$ cat src/rtl/assert_macros.svh
// Assertion helpers used by the RTL file that carries checks.
`ifndef ASSERT_MACROS_SVH
`define ASSERT_MACROS_SVH

// Same-cycle implication, disabled while reset is asserted.
`define MME_ASSERT_IMP(lbl, clk, rst_n, ante, cons) \
  lbl: assert property (@(posedge clk) disable iff (!rst_n) (ante) |-> (cons)) \
    else $error("assertion failed");

// Next-cycle implication, disabled while reset is asserted.
`define MME_ASSERT_NXT(lbl, clk, rst_n, ante, cons) \
  lbl: assert property (@(posedge clk) disable iff (!rst_n) (ante) |=> (cons)) \
    else $error("assertion failed");

`endif

$ cat src/rtl/mme_pkg.sv
`timescale 1ns / 1ps
package mme_pkg;

  localparam int MAX_DIM_DEF = 16;
  localparam int FIELD_LIMIT = 16;
  localparam int IDX_W       = 4;
  localparam int DIM_W       = 5;
  localparam int DATA_W      = 32;
  localparam int CFG_ADDR_W  = 4;
  localparam int CFG_DATA_W  = 32;
  localparam int QUEUE_DEPTH = 2;
  // Each rounded product needs 2*DATA_W-16 bits; the sum of up to 16 grows by 4.
  localparam int ACC_W = 2 * DATA_W - 16 + $clog2(FIELD_LIMIT);

  localparam logic [DIM_W-1:0] RESET_DIM = DIM_W'(16);

  localparam logic [1:0] ACT_LOAD_A = 2'd0;
  localparam logic [1:0] ACT_LOAD_B = 2'd1;
  localparam logic [1:0] ACT_CALC   = 2'd2;

  localparam logic [1:0] ST_OK    = 2'd0;
  localparam logic [1:0] ST_SAT   = 2'd1;
  localparam logic [1:0] ST_RANGE = 2'd2;

  localparam logic [1:0] REG_A_ROWS = 2'd0;
  localparam logic [1:0] REG_INNER  = 2'd1;
  localparam logic [1:0] REG_B_COLS = 2'd2;

  typedef struct packed {
    logic [1:0]              action;
    logic [IDX_W-1:0]        row;
    logic [IDX_W-1:0]        col;
    logic signed [DATA_W-1:0] value;
  } in_item_t;

  typedef struct packed {
    logic [IDX_W-1:0]         out_row;
    logic [IDX_W-1:0]         out_col;
    logic signed [DATA_W-1:0] product;
    logic [1:0]               status;
  } out_item_t;

  typedef enum logic [1:0] {
    KIND_LOAD_A,
    KIND_LOAD_B,
    KIND_CALC,
    KIND_ERR
  } kind_t;

  typedef struct packed {
    kind_t                    kind;
    logic [IDX_W-1:0]         row;
    logic [IDX_W-1:0]         col;
    logic signed [DATA_W-1:0] value;
    logic [DIM_W-1:0]         nk;
  } job_t;

  typedef struct packed {
    logic valid;
    job_t job;
  } job_slot_t;

endpackage

$ cat src/rtl/mme_queue.sv
`timescale 1ns / 1ps
module mme_queue (
  input  logic               clk,
  input  logic               rst_n,
  input  logic               push,
  input  mme_pkg::job_t      push_job,
  input  logic               pop,
  output logic               full,
  output mme_pkg::job_slot_t head
);
  import mme_pkg::*;

  localparam int PTR_W = $clog2(QUEUE_DEPTH);
  localparam int CNT_W = $clog2(QUEUE_DEPTH + 1);
  localparam logic [PTR_W-1:0] LAST_PTR = PTR_W'(QUEUE_DEPTH - 1);
  localparam logic [CNT_W-1:0] FULL_CNT = CNT_W'(QUEUE_DEPTH);

  job_t             slots [QUEUE_DEPTH];
  logic [PTR_W-1:0] wr_ptr_r, rd_ptr_r;
  logic [CNT_W-1:0] count_r;

  assign full       = (count_r == FULL_CNT);
  assign head.valid = (count_r != '0);
  assign head.job   = slots[rd_ptr_r];

  always_ff @(posedge clk) begin
    if (push) begin
      slots[wr_ptr_r] <= push_job;
    end
  end

  always_ff @(posedge clk) begin
    if (!rst_n) begin
      wr_ptr_r <= '0;
      rd_ptr_r <= '0;
      count_r  <= '0;
    end else begin
      if (push) begin
        wr_ptr_r <= (wr_ptr_r == LAST_PTR) ? '0 : wr_ptr_r + PTR_W'(1);
      end
      if (pop) begin
        rd_ptr_r <= (rd_ptr_r == LAST_PTR) ? '0 : rd_ptr_r + PTR_W'(1);
      end
      count_r <= count_r + CNT_W'(push) - CNT_W'(pop);
    end
  end

endmodule

$ cat config.mk
export PLATFORM = sky130hd
export DESIGN_NAME = mme_queue
export DESIGN_NICKNAME = d
export VERILOG_FILES = /design/src/rtl/assert_macros.svh /design/src/rtl/mme_pkg.sv /design/src/rtl/mme_queue.sv
export SDC_FILE = /design/constraint.sdc
export NUM_CORES = 1
export LEC_CHECK = 0
export BUFFER_PORTS_ARGS = -buffer_cell sky130_fd_sc_hd__buf_2
export CAP_MARGIN = 0
export CORE_MARGIN = 2
export CORE_UTILIZATION = 52
export CTS_CLUSTER_DIAMETER = 150
export CTS_CLUSTER_SIZE = 16
export DETAILED_ROUTE_END_ITERATION = 10
export GPL_ROUTABILITY_DRIVEN = 0
export HOLD_SLACK_MARGIN = 0.06
export PLACE_DENSITY_LB_ADDON = 0.3
export SETUP_SLACK_MARGIN = 0.02
export SLEW_MARGIN = 0
export SYNTH_ARGS = -nofsm -noshare
export SYNTH_HDL_FRONTEND = slang
export SYNTH_SLANG_ARGS = --single-unit
$ cat constraint.sdc
create_clock -name clk -period 3.2 [get_ports clk]
set_input_delay 0.32 -clock clk [delete_from_list [all_inputs] [get_ports clk]]
set_output_delay 0.32 -clock clk [all_outputs]
set_load 0.005 [all_outputs]
* Word-level counts from Yosys, hierarchy flattened
Memory sizes are Yosys's and may differ from the RTL's. A register that Yosys moved wholly into a read port is not among the register bits.
Cells that the tools add are included.
** Cells by class
- Div/mod/pow operators :: 0
- Add/subtract/negate cells :: 4
- Reductions and logical operators :: 1
- Shifts and indexed selects :: 0
- Multipliers :: 0
- Bitwise logic cells :: 0
- Magnitude comparators :: 0
- Multiplexer cells :: 6
- Eq/ne operators :: 1
** Operators by type and width (number)
- 2-to-1 mux 1 bit :: 6
- adder 1 bit, second input constant :: 2
- adder 2 x 1 -> 2 bit :: 1
- equality test 2 bit, second input constant :: 1
- nonzero test 2 bit :: 1
- subtractor 2 x 1 -> 2 bit :: 1
** Word-level totals
- Memories :: 1
- ROM bits :: 0
- Word-level logic and storage cells :: 16
- RAM bits :: 94
- Register bits :: 4
- Bits of input ports :: 51
- Latch bits :: 0
- Output and inout port bits :: 49
** Memory list
- slots :: depth 2, width 47, rd ports 1, clocked after memory_dff 1, wr ports 1, RTL line mme_queue.sv:18 : job_t slots [QUEUE_DEPTH];

* Depth between registers and ports, before layout
Gate-level depths: netlist (run 1).
- Word-level depth :: 4
- Depth in mapped cells :: 6
- Mapped depth without buffers :: 6

* Least setup slack after synthesis (run 1)
No wires, ideal clock.
- Path type :: input port to flip-flop
- Start :: input port push
- End :: memory slots[0][0] in the netlist's numbering (enable)
- Library setup time :: 0.458 ns
- Buffers on the path :: 0
- Path slack :: 0.302 ns
- Stages on the path :: 1
- Data required time :: 2.742 ns
- Arrival :: 2.439 ns
- Cells stage by stage :: nor2b_1
** Between the ends
- Word-level cells in the longest chain between the ends :: 2
** RTL lines
- start, declared :: RTL line mme_queue.sv:5 : input logic push,
- 2-to-1 mux 1 bit :: RTL line mme_queue.sv:27 : if (push) begin
- 2-to-1 mux 1 bit (not written as such) :: RTL line mme_queue.sv:28 : slots[wr_ptr_r] <= push_job;
- end, declared :: RTL line mme_queue.sv:18
Every way passes these cells.

==> qor.yml, run 1 <==
cts:
  cts.path.max_buffers: 2
  post-cts-setup-buffer-count: 0
  clk_latency_ps: 340
  cts_root_buf: "clkbuf_8"
  cts_buffers: 9
  cts_max_level: 3
  clk_pin_slew_ps: 90
  cts.sinks: 99
  cts_tree: "built"
  hold_buffers: 0
  post_cts_resized: 0
floorplan:
  coreArea_sq_um: 6870
  fp.dieArea_sq_um: 7890
  die_w_microns: 88.8
  rows: 30
  die_h_microns: 88.8
  initial_core_util: 0.545
  ios: 100
finish:
  syn_to_final_growth_pct: 21.9
  multiInputGateArea_sq_um: 771
  drive_gt1_frac: 0.600
  regArea_sq_um: 2920
  final_cells: 377
  nNetsFinal: 328
  nFillCells: 507
sta:
  period_share: 0.701
  rsz0062_at_grt: "false"
  slew_headroom: 0.544
  worstMarginPinSlew_ps: 684
  setup_viol: 0
  min_period_ps: 2240
  fin_setup_tns_ps: 0
  fmax_mhz: 446
  clock_skew_ps: 7.63
  hold_viol_final: 0
  slew_viol_final: 0
yosys:
  synthCells: 167
  ys_ff_latch: 99
  ys_seq_area_frac: 0.781
  synthesis.area_sq_um: 3740
  ys_types: 14
  synth_nets: 220
  yosys_warnings: 0
  avgSynthCellArea_sq_um: 22.4
grt:
  grt_max_degree: 48
  grt_pass1_wl_microns: 8810
  grt_pass1_vias: 1805
  antenna_found_initial: 1
  grtUsageTotal: 0.155
  overflow: 0
worst_setup_path:
  crit_path_max_fanout: 26
  r2r_cells: 2
  path_cells: "buf_12 -> mux2_2 -> buf_2"
  start_kind: "flop"
  crit_arrival_ps: 1920
  cp_slowest_cell: "dfxtp_2"
  worstSetupEndpointType: "output port"
  worstReg2RegEnd: "slots[0][18]"
  crit_path_max_incr_delay_ps: 780
  required_ps: 2880
  rrSetupSlack_ps: 1730
  rr_startpoint: "wr_ptr_r"
  path_class: "reg -> out"
drt:
  drtIter0Drc: 111
  routedWlPerCell_microns: 15.7
  wl_microns: 5910
  ant_nets: 0
  route.vias.total: 1819
  viasPerCell: 4.82
  firstDrtPassIters: 4
  drc: 0
worst_hold_path:
  hold_start: "push_job[2]"
  min_path_cells: 1
  hold_end: "slots[0][2]"
  hold_path.class: "in -> reg"
placed_design:
  port_buffers: 99
  post-dp-hpwl_microns: 4020
  dp_cells: 360
pwr:
  powerDensity_nw_per_um2: 568
  power_mw: 2.59
  p_leak_nw: 1.79
  ir_worst_vdd_v: 0.000321
outcome:
  status: "finished, final reports clean"
flow_run:
  drv_cap: 0
[critical path, delay by kind of cell, from the launching register on]
| family | cells | cell delay, ps |
|---|---|---|
| buf+inv | 2 | 420 |
| flops | 1 | 780 |
| mux | 1 | 370 |
[placed cells by master (no fill, tap or decap), types with 2 or more instances in the layout]
cell type   netlist  routed
buf_2             1      99
edfxtp_1         94      94
mux2_4           30      30
clkbuf_8          0       9
inv_1             2       2
and2_1            4       3
buf_12            0       2
clkinvlp_4        0       3
ha_1              2       2
nor2b_1           4       3
mux2_2           17      17
dfxtp_1           5       4
[power by group]
part	switching, mW	total [mW]	internal [mW]
clock	0.398	0.759	0.361
sequential	0.0343	1.53	1.49
combinational	0.120	0.301	0.181
total	0.552	2.59	2.04
[flip-flops by register name, summed over array words and instances (netlist names), named ones only]
| signal | cells |
|---|---|
| wr_ptr_r | 1 |
| count_r | 2 |
| slots | 94 |
| rd_ptr_r | 1 |
[stage by stage]
stage	utilization	instance area (sq um)	hold WS [ps]	setup slack [ps]
2_1_floorplan	-	3740	419	302
3_3_place_gp	0.636	4370	508	1330
3_5_place_dp	0.636	4370	512	1300
4_1_cts	0.664	4560	138	906
5_1_grt	0.664	4560	128	833
6_report	0.664	4560	158	955
[layer usage]
layer / routed length, microns / global-route usage / vias up / part of all wire
met2: 3050 / 0.257 / 57 / 0.52
met4: 65 / 0.0661 / 0 / 0.011
li1: - / - / 867 / -
met3: 398 / 0.0494 / 7 / 0.067
met1: 2400 / 0.188 / 888 / 0.41
met5: 0 / 0 / - / 0
[cell families (layout without fill, tap and decap cells)]
logic type / after synthesis / in the layout / synth area share
XOR/XNOR: 2 / 2 / 0.00836
AND/OR/NAND/NOR: 9 / 9 / 0.0150
multiplexers: 47 / 47 / 0.172
buffers and inverters: 7 / 120 / 0.0154
other: 0 / 1 / 0
flip-flops: 99 / 99 / 0.781
adder cells (fa/ha/maj): 2 / 2 / 0.00669
AO/OA/AOI/OAI: 1 / 1 / 0.00201
[synthesized netlist by cell type]
master / n / area (sq um)
and2_1: 4 / 25.0
buf_2: 1 / 5.00
buf_6: 4 / 45.0
dfxtp_1: 5 / 100
edfxtp_1: 94 / 2820
ha_1: 2 / 25.0
inv_1: 2 / 7.51
mux2_2: 17 / 191
mux2_4: 30 / 450
nor2b_1: 4 / 25.0
o21a_1: 1 / 7.51
or2_2: 1 / 6.26
xnor3_1: 1 / 22.5
xor2_1: 1 / 8.76
[final cells by class]
| cell class | count | share of cell area |
|---|---|---|
| Tap cell | 96 | 0.0263 |
| Clock buffer | 10 | 0.0280 |
| Sequential cell | 99 | 0.641 |
| Clock inverter | 6 | 0.0145 |
| Multi-Input combinational cell | 61 | 0.169 |
| Inverter | 2 | 0.00165 |
| Antenna cell | 1 | 0.000549 |
| Timing Repair Buffer | 102 | 0.119 |
[worst max-delay path by stage]
| stage | start | end | slack, ps | depth (start not counted) |
|---|---|---|---|---|
| floorplan | push | slots[0][0] | 300 | 1 |
| global placement | flop | head[37] | 1330 | 3 |
| detailed placement | flop | head[45] | 1300 | 3 |
| CTS | flop | head[38] | 910 | 3 |
| global route | flop | head[45] | 830 | 3 |
| finish | flop | head[38] | 960 | 3 |
Power figures use the tool's default switching activity.
==> run 2: changes to the inputs <==
--- a/config.mk
+++ b/config.mk
@@ -5,10 +5,11 @@
 export SDC_FILE = /design/constraint.sdc
 export NUM_CORES = 1
 export LEC_CHECK = 0
+export ABC_AREA = 1
 export BUFFER_PORTS_ARGS = -buffer_cell sky130_fd_sc_hd__buf_2
 export CAP_MARGIN = 0
 export CORE_MARGIN = 2
-export CORE_UTILIZATION = 52
+export CORE_UTILIZATION = 47
 export CTS_CLUSTER_DIAMETER = 150
 export CTS_CLUSTER_SIZE = 16
 export DETAILED_ROUTE_END_ITERATION = 10
==> constraint.sdc (replaced) <==
create_clock -name clk -period 1.9 [get_ports clk]
set_input_delay 0.19 -clock clk [delete_from_list [all_inputs] [get_ports clk]]
set_output_delay 0.19 -clock clk [all_outputs]
set_load 0.005 [all_outputs]
==> qor.yml, run 2 <==
finish:
  largest_reg_flops: 94
  reg_top3: "slots: 94 flops, count_r: 2 flops"
  nNetsFinal: 390
  drive_gt1_frac: 0.500
  syn_to_final_growth_pct: 34.5
  final_cells: 444
  final_common_cell: "buf_2"
  largest_register: "slots"
  final_cell_mix: "99 x buf_2, 94 x edfxtp_1, 47 x dlygate4sd3_1"
  antenna_cells: 0
worst_setup_path:
  cp_top_family: "flip-flops"
  path_class: "reg -> out"
  crit_path_max_incr_delay_ps: 530
  start_kind: "flop"
  crit_arrival_ps: 1600
  cp_slowest_cell: "dfxtp_2"
  path_cells: "buf_12 -> mux2_2 -> buf_2"
  crit_path_max_fanout: 20
  rr_startpoint: "count_r[0]"
  required_ps: 1710
  worstSetupEndpointType: "output port"
  path_buf_inv: 2
worst_hold_path:
  hold_start: "rst_n"
  hold_path.class: "in -> reg"
yosys:
  ys_ff_latch: 99
  synth_nets: 232
  synthCells: 179
  yosys_warnings: 0
  yosys-top-cells-area: "edfxtp_1 75%, mux2_4 12%, mux2_2 5.1%"
  yosysTopAreaCell: "edfxtp_1"
  async_reset_ff_frac: 0
  synth-edff-count: 94
  yosysMostFrequentCell: "edfxtp_1"
  synth_top_area_frac: 0.755
  synthesis.area_sq_um: 3740
  ys.flop_type: "edfxtp_1"
  ys_types: 12
  avgSynthCellArea_sq_um: 20.9
  synth_common_cells: "94 x edfxtp_1, 30 x mux2_4, 17 x mux2_2"
  ys_seq_area_frac: 0.782
drt:
  drtIter0Drc: 56
  viasPerCell: 4.66
  route.vias.total: 2068
  drc: 0
  routedWlPerCell_microns: 14.6
  wl_microns: 6470
  ant_nets: 0
  firstDrtPassIters: 4
cts:
  clk_latency_ps: 350
  cts.path.max_buffers: 2
  clk_pin_slew_ps: 80
  cts.sinks: 99
  post-cts-setup-buffer-count: 0
  cts_buffers: 9
  cts_max_level: 3
  cts_tree: "built"
  cts_root_buf: "clkbuf_8"
  post_cts_resized: 0
sta:
  holdWs_ps: 75.5
  layout_setup_ws_ps: 106
  fmax_mhz: 558
  slew_headroom: 0.760
  worstMarginPinSlew_ps: 360
  rsz0062_at_grt: "false"
  hold_viol_final: 0
  slew_viol_final: 0
  fin_setup_tns_ps: 0
  setup_viol: 0
  clock_skew_ps: 6.76
  min_period_ps: 1790
  period_share: 0.944
floorplan:
  rows: 32
  ios: 100
  die_w_microns: 93.2
  initial_core_util: 0.484
  fp.dieArea_sq_um: 8690
  die_h_microns: 93.2
  coreArea_sq_um: 7730
flow_run:
  drv_cap: 0
pwr:
  powerDensity_nw_per_um2: 846
  p_leak_nw: 2.02
  ir_worst_vdd_v: 0.000503
  power_mw: 4.25
placed_design:
  place_ws_ps: 476
  dp_cells: 381
  post-dp-hpwl_microns: 4040
  port_buffers: 99
grt:
  grt_pass1_vias: 2186
  grtUsageTotal: 0.156
  grt_pass1_wl_microns: 10200
  overflow: 0
  antenna_found_initial: 0
  grt_max_degree: 27
outcome:
  status: "finished, final reports clean"
[run 2: changes by cell type after synthesis, sizes merged]
| cell | previous run | this run |
|---|---|---|
| and2 | 4 | 0 |
| or2 | 1 | 0 |
| nand2 | 0 | 9 |
| inv | 2 | 7 |
| nand3 | 0 | 1 |
| xnor3 | 1 | 0 |
| nor2 | 0 | 8 |
| nor2b | 4 | 0 |
| xor2 | 1 | 0 |
| a21oi | 0 | 1 |
| o21a | 1 | 0 |
[run 2: worst paths after layout]
check,end,slack [ps],depth (start not counted)
max,head[36],110,3
min,count_r[0],80,3
max reg2reg,count_r[1],590,8
min reg2reg,rd_ptr_r,510,2
[run 2: worst register-to-register path: stages, from the launching register on]
cell     delay, ps
dfxtp_1        350
inv_1           60
ha_1           270
inv_1           40
ha_1           190
inv_1           60
nand2_1         60
a21oi_1        130
nor2_1          60
[run 2: through the flow]
step	cell area (sq um)	util
finish	5030	0.651
CTS	5030	0.651
global placement	4390	0.568
floorplan	3750	-
detailed placement	4390	0.568
global route	5030	0.651
[run 2: cell type report]
type                       instances  area [sq um]
clock inverter                     7          43.8
tap                              102           128
timing repair buffer             152          1040
sequential                        99          2920
multi-input combinational         68           748
inverter                           7          26.3
fill                             563          2700
clock buffer                       9           124
[run 2: kinds of logic (layout without fill, tap and decap cells)]
| group | count (synthesis) | count (layout) | synth area share |
|---|---|---|---|
| flip-flops | 99 | 99 | 0.782 |
| buffers and inverters | 12 | 175 | 0.0204 |
| AND/OR/NAND/NOR | 18 | 18 | 0.0184 |
| adder cells (fa/ha/maj) | 2 | 2 | 0.00669 |
| AO/OA/AOI/OAI | 1 | 1 | 0.00134 |
| multiplexers | 47 | 47 | 0.172 |
[run 2: per-layer routing]
layer | vias to the layer above | track usage | wire length (microns)
met5 | - | 0 | 0
met2 | 60 | 0.277 | 3300
met3 | 11 | 0.0371 | 321
li1 | 995 | - | -
met4 | 0 | 0.0662 | 120
met1 | 1002 | 0.180 | 2740
[run 2: repair_timing]
action | CTS | global route
hold endpoints to repair | 94 | 0
hold buffers | 47 | 0
endpoints found under the setup margin | 0 | 0
[run 2: report_power, final]
group / internal, mW / total [mW] / switching (mW)
registers: 2.52 / 2.56 / 0.0383
clock network: 0.471 / 1.16 / 0.688
logic: 0.317 / 0.539 / 0.222
