==> src/rtl/assert_macros.svh <==
// Assertion helpers used by the RTL file that carries checks.
`ifndef ASSERT_MACROS_SVH
`define ASSERT_MACROS_SVH

// Same-cycle implication, disabled while reset is asserted.
`define MME_ASSERT_IMP(lbl, clk, rst_n, ante, cons) \
  lbl: assert property (@(posedge clk) disable iff (!rst_n) (ante) |-> (cons)) \
    else $error("assertion failed");

// Next-cycle implication, disabled while reset is asserted.
`define MME_ASSERT_NXT(lbl, clk, rst_n, ante, cons) \
  lbl: assert property (@(posedge clk) disable iff (!rst_n) (ante) |=> (cons)) \
    else $error("assertion failed");

`endif

==> src/rtl/mme_pkg.sv <==
`timescale 1ns / 1ps
package mme_pkg;

  localparam int MAX_DIM_DEF = 16;
  localparam int FIELD_LIMIT = 16;
  localparam int IDX_W       = 4;
  localparam int DIM_W       = 5;
  localparam int DATA_W      = 32;
  localparam int CFG_ADDR_W  = 4;
  localparam int CFG_DATA_W  = 32;
  localparam int QUEUE_DEPTH = 2;
  // Each rounded product needs 2*DATA_W-16 bits; the sum of up to 16 grows by 4.
  localparam int ACC_W = 2 * DATA_W - 16 + $clog2(FIELD_LIMIT);

  localparam logic [DIM_W-1:0] RESET_DIM = DIM_W'(16);

  localparam logic [1:0] ACT_LOAD_A = 2'd0;
  localparam logic [1:0] ACT_LOAD_B = 2'd1;
  localparam logic [1:0] ACT_CALC   = 2'd2;

  localparam logic [1:0] ST_OK    = 2'd0;
  localparam logic [1:0] ST_SAT   = 2'd1;
  localparam logic [1:0] ST_RANGE = 2'd2;

  localparam logic [1:0] REG_A_ROWS = 2'd0;
  localparam logic [1:0] REG_INNER  = 2'd1;
  localparam logic [1:0] REG_B_COLS = 2'd2;

  typedef struct packed {
    logic [1:0]              action;
    logic [IDX_W-1:0]        row;
    logic [IDX_W-1:0]        col;
    logic signed [DATA_W-1:0] value;
  } in_item_t;

  typedef struct packed {
    logic [IDX_W-1:0]         out_row;
    logic [IDX_W-1:0]         out_col;
    logic signed [DATA_W-1:0] product;
    logic [1:0]               status;
  } out_item_t;

  typedef enum logic [1:0] {
    KIND_LOAD_A,
    KIND_LOAD_B,
    KIND_CALC,
    KIND_ERR
  } kind_t;

  typedef struct packed {
    kind_t                    kind;
    logic [IDX_W-1:0]         row;
    logic [IDX_W-1:0]         col;
    logic signed [DATA_W-1:0] value;
    logic [DIM_W-1:0]         nk;
  } job_t;

  typedef struct packed {
    logic valid;
    job_t job;
  } job_slot_t;

endpackage

==> src/rtl/mme_front.sv <==
`timescale 1ns / 1ps
module mme_front #(
  parameter int MAX_DIM = mme_pkg::MAX_DIM_DEF
) (
  input  logic                            clk,
  input  logic                            rst_n,
  input  logic                            start,
  input  mme_pkg::in_item_t               in_data,
  input  logic                            q_full,
  output logic                            push,
  output mme_pkg::job_t                   push_job,
  input  logic                            psel,
  input  logic                            penable,
  input  logic                            pwrite,
  input  logic [mme_pkg::CFG_ADDR_W-1:0]  paddr,
  input  logic [mme_pkg::CFG_DATA_W-1:0]  pwdata,
  output logic [mme_pkg::CFG_DATA_W-1:0]  prdata
);
  import mme_pkg::*;

  localparam int LIM = (MAX_DIM < FIELD_LIMIT) ? MAX_DIM : FIELD_LIMIT;
  localparam logic [DIM_W-1:0] LIM_V = DIM_W'(LIM);

  logic [DIM_W-1:0] a_rows_r, inner_r, b_cols_r;
  logic [DIM_W-1:0] nr, nk, nc;
  logic [1:0]       reg_idx;
  logic             cfg_wr;
  logic             keep;

  assign reg_idx = paddr[CFG_ADDR_W-1:2];
  assign cfg_wr  = psel && penable && pwrite;

  always_ff @(posedge clk) begin
    if (!rst_n) begin
      a_rows_r <= RESET_DIM;
      inner_r  <= RESET_DIM;
      b_cols_r <= RESET_DIM;
    end else if (cfg_wr) begin
      unique case (reg_idx)
        REG_A_ROWS: a_rows_r <= pwdata[DIM_W-1:0];
        REG_INNER:  inner_r  <= pwdata[DIM_W-1:0];
        REG_B_COLS: b_cols_r <= pwdata[DIM_W-1:0];
        default: ;
      endcase
    end
  end

  always_comb begin
    unique case (reg_idx)
      REG_A_ROWS: prdata = CFG_DATA_W'(a_rows_r);
      REG_INNER:  prdata = CFG_DATA_W'(inner_r);
      REG_B_COLS: prdata = CFG_DATA_W'(b_cols_r);
      default:    prdata = '0;
    endcase
  end

  // Sizes are clamped to what the stores and the index fields can hold.
  assign nr = (a_rows_r < LIM_V) ? a_rows_r : LIM_V;
  assign nk = (inner_r  < LIM_V) ? inner_r  : LIM_V;
  assign nc = (b_cols_r < LIM_V) ? b_cols_r : LIM_V;

  always_comb begin
    push_job.kind  = KIND_ERR;
    push_job.row   = in_data.row;
    push_job.col   = in_data.col;
    push_job.value = in_data.value;
    push_job.nk    = nk;
    keep           = 1'b0;
    unique case (in_data.action)
      ACT_LOAD_A: begin
        push_job.kind = KIND_LOAD_A;
        keep = ({1'b0, in_data.row} < nr) && ({1'b0, in_data.col} < nk);
      end
      ACT_LOAD_B: begin
        push_job.kind = KIND_LOAD_B;
        keep = ({1'b0, in_data.row} < nk) && ({1'b0, in_data.col} < nc);
      end
      ACT_CALC: begin
        keep = 1'b1;
        if (({1'b0, in_data.row} < nr) && ({1'b0, in_data.col} < nc)) begin
          push_job.kind = KIND_CALC;
        end
      end
      default: keep = 1'b0;
    endcase
  end

  assign push = start && !q_full && keep;

endmodule

==> config.mk <==
export PLATFORM = sky130hd
export DESIGN_NAME = mme_front
export DESIGN_NICKNAME = d
export VERILOG_FILES = /design/src/rtl/assert_macros.svh /design/src/rtl/mme_pkg.sv /design/src/rtl/mme_front.sv
export SDC_FILE = /design/constraint.sdc
export NUM_CORES = 1
export LEC_CHECK = 0
export ABC_AREA = 1
export BUFFER_PORTS_ARGS = -buffer_cell sky130_fd_sc_hd__buf_2
export CAP_MARGIN = 5
export CORE_MARGIN = 2
export CORE_UTILIZATION = 36
export CTS_CLUSTER_DIAMETER = 200
export CTS_CLUSTER_SIZE = 8
export DETAILED_ROUTE_END_ITERATION = 6
export GPL_TIMING_DRIVEN = 1
export PLACE_DENSITY = 0.78
export SLEW_MARGIN = 0
export SYNTH_ARGS = -nofsm -noshare
export SYNTH_HDL_FRONTEND = slang
export SYNTH_SLANG_ARGS = --single-unit
==> constraint.sdc <==
create_clock -name clk -period 1.7 [get_ports clk]
set_input_delay 0.085 -clock clk [delete_from_list [all_inputs] [get_ports clk]]
set_output_delay 0.085 -clock clk [all_outputs]
set_load 0.01 [all_outputs]
# ---- After elaboration in Yosys (flattened, before gate mapping)
# Cells that the tools add are included.
dict set report classes {
  magnitude_cmp 7
  n_eq_ne 4
  muxes 7
  reduce_logical 13
}
# cell count
set ops {}
lappend ops {{< comparator 4 x 5 -> 1 bit} 4}
lappend ops {{< comparator 5 bit, second input constant} 3}
lappend ops {{two-way mux 5 bit} 3}
lappend ops {{case mux 5 bit (3 select lines)} 1}
lappend ops {{logical AND 1 bit} 7}
lappend ops {{case mux 2 bit (3 select lines)} 1}
lappend ops {{AND reduction 2 bit} 3}
lappend ops {{== test 2 x 1 -> 1 bit, second input constant} 2}
lappend ops {{== test 2 bit, second input constant} 2}
lappend ops {{logical NOT 2 bit} 2}
lappend ops {{case mux 1 bit (3 select lines)} 1}
lappend ops {{logical NOT 1 bit} 1}
lappend ops {{two-way mux 1 bit} 1}
dict set report word_totals {
  reg_bits 15
  input_bits 85
  output_inout_bits 80
  word_cells 34
}

# ---- Longest topological paths before layout
# Gate-level depths: netlist of the first run.
dict set report depth {
  word_depth 6
  depth_mapped 11
  depth_no_buf 11
}

# ---- Least setup slack after synthesis of the first run
# No wires, ideal clock.
dict set report synth_timing {
  path_kind {reg-to-output}
  start {reg inner_r[4]}
  end {out push}
  t_arrival_ns 1.529
  required_ns 1.615
  setup_slack_ns 0.086
  path_stages_with_launch 11
  n_path_buf 0
  path_cell_list {dfxtp_1 > nor2_1 > inv_1 > ha_1 > nand2_1 > inv_1 > o21ai_0 > nand3_1 > nor2_1 > nor2_1 > nor2_1}
}
# item line
set synth_lines {}
lappend synth_lines {{start: declaration} mme_front.sv:24} ;# logic [DIM_W-1:0] a_rows_r, inner_r, b_cols_r;
lappend synth_lines {{start signal: assignment} mme_front.sv:41} ;# REG_INNER: inner_r <= pwdata[DIM_W-1:0];
lappend synth_lines {{end: declaration} mme_front.sv:10} ;# output logic push,

# ---- Final worst setup path of the first run
dict set report layout_timing {
  start {reg inner_r[4]}
  end {out push}
}
dict set report layout_via {
  elab_chain_cells 6
  elab_cells_between_ends 8
  cone_classes {order compare (3); mux (2); reduce/logical (3)}
}
# item line
set layout_rtl {}
lappend layout_rtl {{< comparator 5 bit} mme_front.sv:59} ;# assign nk = (inner_r < LIM_V) ? inner_r : LIM_V;
lappend layout_rtl {{two-way mux 5 bit *} mme_front.sv:59}
lappend layout_rtl {{< comparator 4 x 5 -> 1 bit (on tied branches)} {mme_front.sv:76, mme_front.sv:72}}
lappend layout_rtl {{logical AND 1 bit (on tied branches)} {mme_front.sv:76, mme_front.sv:72}}
lappend layout_rtl {{case mux 1 bit (3 select lines) *} mme_front.sv:69} ;# unique case (in_data.action)
lappend layout_rtl {{logical AND 1 bit *} mme_front.sv:88} ;# assign push = start && !q_full && keep;
# Every way passes the cells marked *; elsewhere a longest branch is shown, timed or not.

==> out/qor.txt, run 1 <==
DRC viols = 0
Critical R2R Launch = inner_r[4]$_SDFFE_PN1P_
Hold Buf Count CTS = 0
Maximum vdd drop = 284 uV
Seq/Total Area, Yosys = 0.184
Initial Util = 0.375
DR iter-0 viols = 33
Gr usage total = 0.138
Hold depth = 3
DR vias = 1426
Rows = 24
Data required time at the worst endpoint = 1.62 ns
Die Area = 5090 sq um
Failing checks = negative setup slack
Most frequent cells in the layout = 44 x buf_2, 35 x nand2_1, 27 x conb_1
Proportion of layout cells with a drive suffix above 1 = 0.430
Synth warnings = 0
CP Class = flip-flop to output port
Vert. Die Dim = 71.3 microns
Vias per inst = 4.53
First-pass DRT Iterations = 4
Leak Pwr = 0.926 nW
CP arrival = 1.71 ns
Worst-path maximum fanout = 4
Setup crit end kind = output port
Core ar. = 4350 sq um
FF-to-FF setup slack = 0.80 ns
Setup Skew = 0 ns
Crit share post-route = 1.06
Final setup viols = 2
Min-delay worst type = input pin to flip-flop
Cells after Synth = 243
Post-route core utilization = 0.420
Pre-CTS setup slack = 0.0585 ns
Initial antenna violation count = 0
Post-DP HPWL = 2.70 mm
Vias in the first global route = 1256
Final Power = 865 uW
Ports = 165
Clk buf depth = 2
# placed instances = 296
CTS H-tree lvls = 1
Synthesis-to-finish area growth = 12.1%
Area after DPL = 1500 sq um
Antenna cells = 0
GRT overflow = 0
Final #Nets = 361
Startpoint Class = flip-flop
R2R Path End = inner_r[4]$_SDFFE_PN1P_
Finished Layout Cells = 315
R2R cell count = 3
Min Tclk post-route = 1.79 ns
Worst skew pair latency = 0.24 ns
DIE WIDTH = 71.3 microns
Final slew viol count = 0
Clock slew at reported path FFs = 0.06 ns
Num CTS Buffers = 3
Status = finished with violations
Seq cells post-synth = 15
Final setup TNS = -0.0965 ns
Netlist cell types = 22
CTS Root Cell = clkbuf_8
Clk sink count = 15
WHS Endpoint = b_cols_r[1]$_SDFFE_PN0P_
Fin area = 1830 sq um
Final hold slack = 0.0990 ns
Cell Area, Synth = 1630 sq um
Post-route ant nets = 0
RSZ-0062 raised after global routing = yes
Max cap viols = 0
PD cells = 473 nW/um^2
Largest net degree at the start of global routing = 16
IO buf count = 44
Syn_area_per_cell = 6.71 sq um
Filler instances = 468
Max Fclk = 0.557 GHz
WL final = 3.62 mm
Most common cell after layout, fill and taps aside = buf_2
Final GP Congestion = 0.850
First-pass GRT wire length = 5.56 mm
Worst hold start = pwdata[1]
Hold Vio Cnt, Final = 0
Wire per inst = 11.5 microns
CTS tree = yes
Final worst setup slack = -0.0940 ns
[layer usage]
layer / part of all wire / track usage / up-vias
met3: 0.081 / 0.0309 / 17
li1: - / - / 704
met4: 0.033 / 0.0524 / 0
met2: 0.50 / 0.239 / 68
met5: 0 / 0 / -
met1: 0.39 / 0.166 / 637
[critical path, cell delays in order (launching register included)]
cell	delay (ns)
dfxtp_4	0.37
nor2_4	0.14
inv_4	0.06
ha_4	0.21
nand2_1	0.06
inv_1	0.05
o21ai_2	0.10
nand3_1	0.10
nor2_1	0.10
nor2_1	0.05
nor2_1	0.09
buf_2	0.13
[worst max path at each step]
stage	startpoint	to	cells after the start
2_1_floorplan	inner_r[4]$_SDFFE_PN1P_	push	10
3_3_place_gp	inner_r[2]$_SDFFE_PN0P_	push	12
3_5_place_dp	inner_r[2]$_SDFFE_PN0P_	push	12
4_1_cts	b_cols_r[4]$_SDFFE_PN1P_	push	11
5_1_grt	inner_r[4]$_SDFFE_PN1P_	push	11
6_report	inner_r[4]$_SDFFE_PN1P_	push	11
[cells in the mapped netlist (all sizes together)]
| master | count | area, sq um |
|---|---|---|
| buf | 69 | 515 |
| nand2 | 42 | 168 |
| nor2 | 33 | 141 |
| inv | 31 | 116 |
| dfxtp | 15 | 300 |
| o21ai | 15 | 75.1 |
| ha | 12 | 150 |
| nand3 | 10 | 55.1 |
| o211ai | 7 | 52.6 |
| a21oi | 5 | 25.0 |
| clkbuf | 1 | 3.75 |
| conb | 1 | 3.75 |
| nor3 | 1 | 16.3 |
| o221ai | 1 | 8.76 |
[sequential cells by signal, indices dropped and copies added, names as in the netlist]
name and cells:
a_rows_r 5, b_cols_r 5, inner_r 5
[where the power goes]
part	switching [mW]	internal, mW	total, mW
registers	0.00733	0.358	0.366
logic	0.132	0.0775	0.209
clock network	0.128	0.162	0.290
total	0.267	0.598	0.865
[cells by family after synthesis]
logic type | Yosys count | synth area share
simple gates | 86 | 0.233
compound gates | 28 | 0.0989
flops | 15 | 0.184
fa+ha+maj | 12 | 0.0920
other cells | 1 | 0.00230
buf+inv | 101 | 0.390
[repair_timing]
item | CTS | global route
gates cloned | 0 | 0
endpoints found under the setup margin | 2 | 2
hold endpoints to repair | 0 | 0
buffers inserted | 14 | 1
resized for setup | 32 | 14
pin swaps | 13 | 7
[cell type report]
class	count	area (sq um)	share of cell area
multi-input cells	153	948	0.518
repair buffers	60	340	0.186
flip-flops and latches	15	308	0.168
inverters	31	121	0.0663
well taps	52	65.1	0.0356
clock buffers	3	41.3	0.0226
clock inverters	1	5.00	0.00274
Note: power is estimated with default switching activity, not from simulation.
==> inputs of run 2 (changes only) <==
--- a/config.mk
+++ b/config.mk
@@ -9,12 +9,12 @@
 export BUFFER_PORTS_ARGS = -buffer_cell sky130_fd_sc_hd__buf_2
 export CAP_MARGIN = 5
 export CORE_MARGIN = 2
-export CORE_UTILIZATION = 36
+export CORE_UTILIZATION = 33
 export CTS_CLUSTER_DIAMETER = 200
 export CTS_CLUSTER_SIZE = 8
 export DETAILED_ROUTE_END_ITERATION = 6
 export GPL_TIMING_DRIVEN = 1
-export PLACE_DENSITY = 0.78
+export PLACE_DENSITY = 0.75
 export SLEW_MARGIN = 0
 export SYNTH_ARGS = -nofsm -noshare
 export SYNTH_HDL_FRONTEND = slang
==> constraint.sdc (replaced) <==
create_clock -name clk -period 1.6 [get_ports clk]
set_input_delay 0.08 -clock clk [delete_from_list [all_inputs] [get_ports clk]]
set_output_delay 0.08 -clock clk [all_outputs]
set_load 0.01 [all_outputs]
==> out/qor.txt, run 2 (synthesized netlist as in run 1, its figures left out) <==
Crit share post-route = 1.10
Clk buf depth = 2
Hold Vio Cnt, Final = 0
Initial Util = 0.343
First-pass DRT Iterations = 4
DIE WIDTH = 74.3 microns
Vias per inst = 4.19
Slowest cell on the critical path = dfxtp_4
Antenna cells = 0
Sw frac = 0.307
Post-DP HPWL = 2.80 mm
FF-to-FF setup slack = 0.63 ns
Min-delay worst type = input pin to flip-flop
Die Area = 5520 sq um
Max Fclk = 0.570 GHz
PD cells = 484 nW/um^2
Leak Pwr = 0.952 nW
Critical Path Max Stage Delay = 0.38 ns
R2R cell count = 4
# placed instances = 318
Worst-path maximum fanout = 5
GRT overflow = 0
Final Power = 931 uW
Biggest regs = a_rows_r x5, b_cols_r x5, inner_r x5
Clk sink count = 15
IO buf count = 44
Hold Buf Count CTS = 0
Final setup viols = 2
Startpoint Class = flip-flop
Setup crit end kind = output port
Post-route ant nets = 0
Maximum vdd drop = 259 uV
Seq pwr share = 0.418
Final GP Congestion = 0.826
Ports = 165
Wire per inst = 11.0 microns
Critical path cell sequence = nor2_4 -> inv_4 -> ha_4 -> inv_2 -> nor2_4 -> nand3_2 -> nand3_2 -> nor2_2 -> nor2_1 -> nor2_1 -> buf_2
Data required time at the worst endpoint = 1.52 ns
First-pass GRT wire length = 5.42 mm
Comb pwr share = 0.247
Int Power = 646 uW
Vias in the first global route = 1239
Worst hold start = pwdata[1]
DR vias = 1402
CTS Root Cell = clkbuf_8
Critical R2R Launch = inner_r[4]$_SDFFE_PN1P_
Post-route core utilization = 0.405
Num CTS Buffers = 3
DR iter-0 viols = 41
Core ar. = 4750 sq um
Gr usage total = 0.129
Proportion of layout cells with a drive suffix above 1 = 0.463
Vert. Die Dim = 74.3 microns
Clock Power Share = 0.336
Largest net degree at the start of global routing = 16
Final worst setup slack = -0.155 ns
Initial antenna violation count = 0
Clock slew at reported path FFs = 0.06 ns
WHS Endpoint = b_cols_r[1]$_SDFFE_PN0P_
CTS tree = yes
Status = finished with violations
CP arrival = 1.67 ns
WL final = 3.70 mm
R2R Path End = inner_r[4]$_SDFFE_PN1P_
Synthesis-to-finish area growth = 18.0%
RSZ-0062 raised after global routing = yes
Hold depth = 3
Max cap viols = 0
Final #Nets = 366
Sw power = 286 uW
Most common cell after layout, fill and taps aside = buf_2
Setup Skew = 0 ns
Min Tclk post-route = 1.75 ns
Finished Layout Cells = 335
CP Class = flip-flop to output port
Worst skew pair latency = 0.25 ns
Final slew viol count = 0
Most frequent cells in the layout = 44 x buf_2, 37 x nand2_1, 27 x conb_1
Failing checks = negative setup slack
CTS H-tree lvls = 1
Rows = 25
Filler instances = 502
DRC viols = 0
-- run 2: cell count changes in the layout (fill, tap and decap cells not counted), moves of 4 or more --
cell,delta
buf_4,+5
dfxtp_1,-4
dfxtp_2,+4
nand3_2,+4
-- run 2: worst max-delay path by stage --
stage                                  from  endpoint  slack (ns)  cells past startpoint
global route        inner_r[4]$_SDFFE_PN1P_      push       -0.26                     11
finish              inner_r[4]$_SDFFE_PN1P_      push       -0.15                     11
floorplan           inner_r[4]$_SDFFE_PN1P_      push        0.04                     10
CTS                 inner_r[3]$_SDFFE_PN0P_      push       -0.14                     12
detailed placement  inner_r[4]$_SDFFE_PN1P_      push       -0.05                     11
global placement    inner_r[4]$_SDFFE_PN1P_      push       -0.03                     11
-- run 2: area by class of cell --
cell class	instances	area, sq um	share of cell area
clock buffer	4	45.0	0.0234
tap	67	83.8	0.0435
sequential	15	313	0.162
inverter	31	121	0.0630
timing repair buffer	65	378	0.196
multi-input combinational	153	985	0.511
-- run 2: metal layers --
layer	share of wire	wire length, microns	global-route usage	vias up
li1	-	-	-	717
met1	0.39	1460	0.142	622
met2	0.51	1870	0.237	55
met3	0.079	292	0.0312	8
met4	0.020	74	0.0496	0
met5	0	0	0	-
-- run 2: through the flow --
step           cell area (sq um)  setup slack (ns)  hold slack (ns)  TNS [ns]
2_1_floorplan               1730            0.0397            0.210         0
3_3_place_gp                1580           -0.0327            0.160   -0.0327
3_5_place_dp                1580           -0.0512            0.160   -0.0512
4_1_cts                     1850            -0.143           0.0962    -0.227
5_1_grt                     1930            -0.258            0.100    -0.433
6_report                    1930            -0.155           0.0967    -0.218
-- run 2: repair_timing --
item,4_1_cts,5_1_grt
setup endpoints to repair,2,2
buffers inserted,12,2
pin swaps,17,11
endpoints found under the hold margin,0,0
resized for setup,37,14
-- run 2: power groups by stage --
stage / sequential (mW) / clock, mW / combinational, mW
floorplan: 0.394 / 0 / 0.261
global placement: 0.396 / 0 / 0.193
detailed placement: 0.396 / 0 / 0.197
CTS: 0.388 / 0.315 / 0.219
global route: 0.390 / 0.327 / 0.260
finish: 0.389 / 0.313 / 0.230
-- run 2: worst max-delay path: cells and delay by family (launching register included) --
| family | cells | cell delay [ns] |
|---|---|---|
| buffers and inverters | 3 | 0.22 |
| AND/OR/NAND/NOR | 7 | 0.56 |
| flip-flops | 1 | 0.38 |
| adder cells (fa/ha/maj) | 1 | 0.25 |
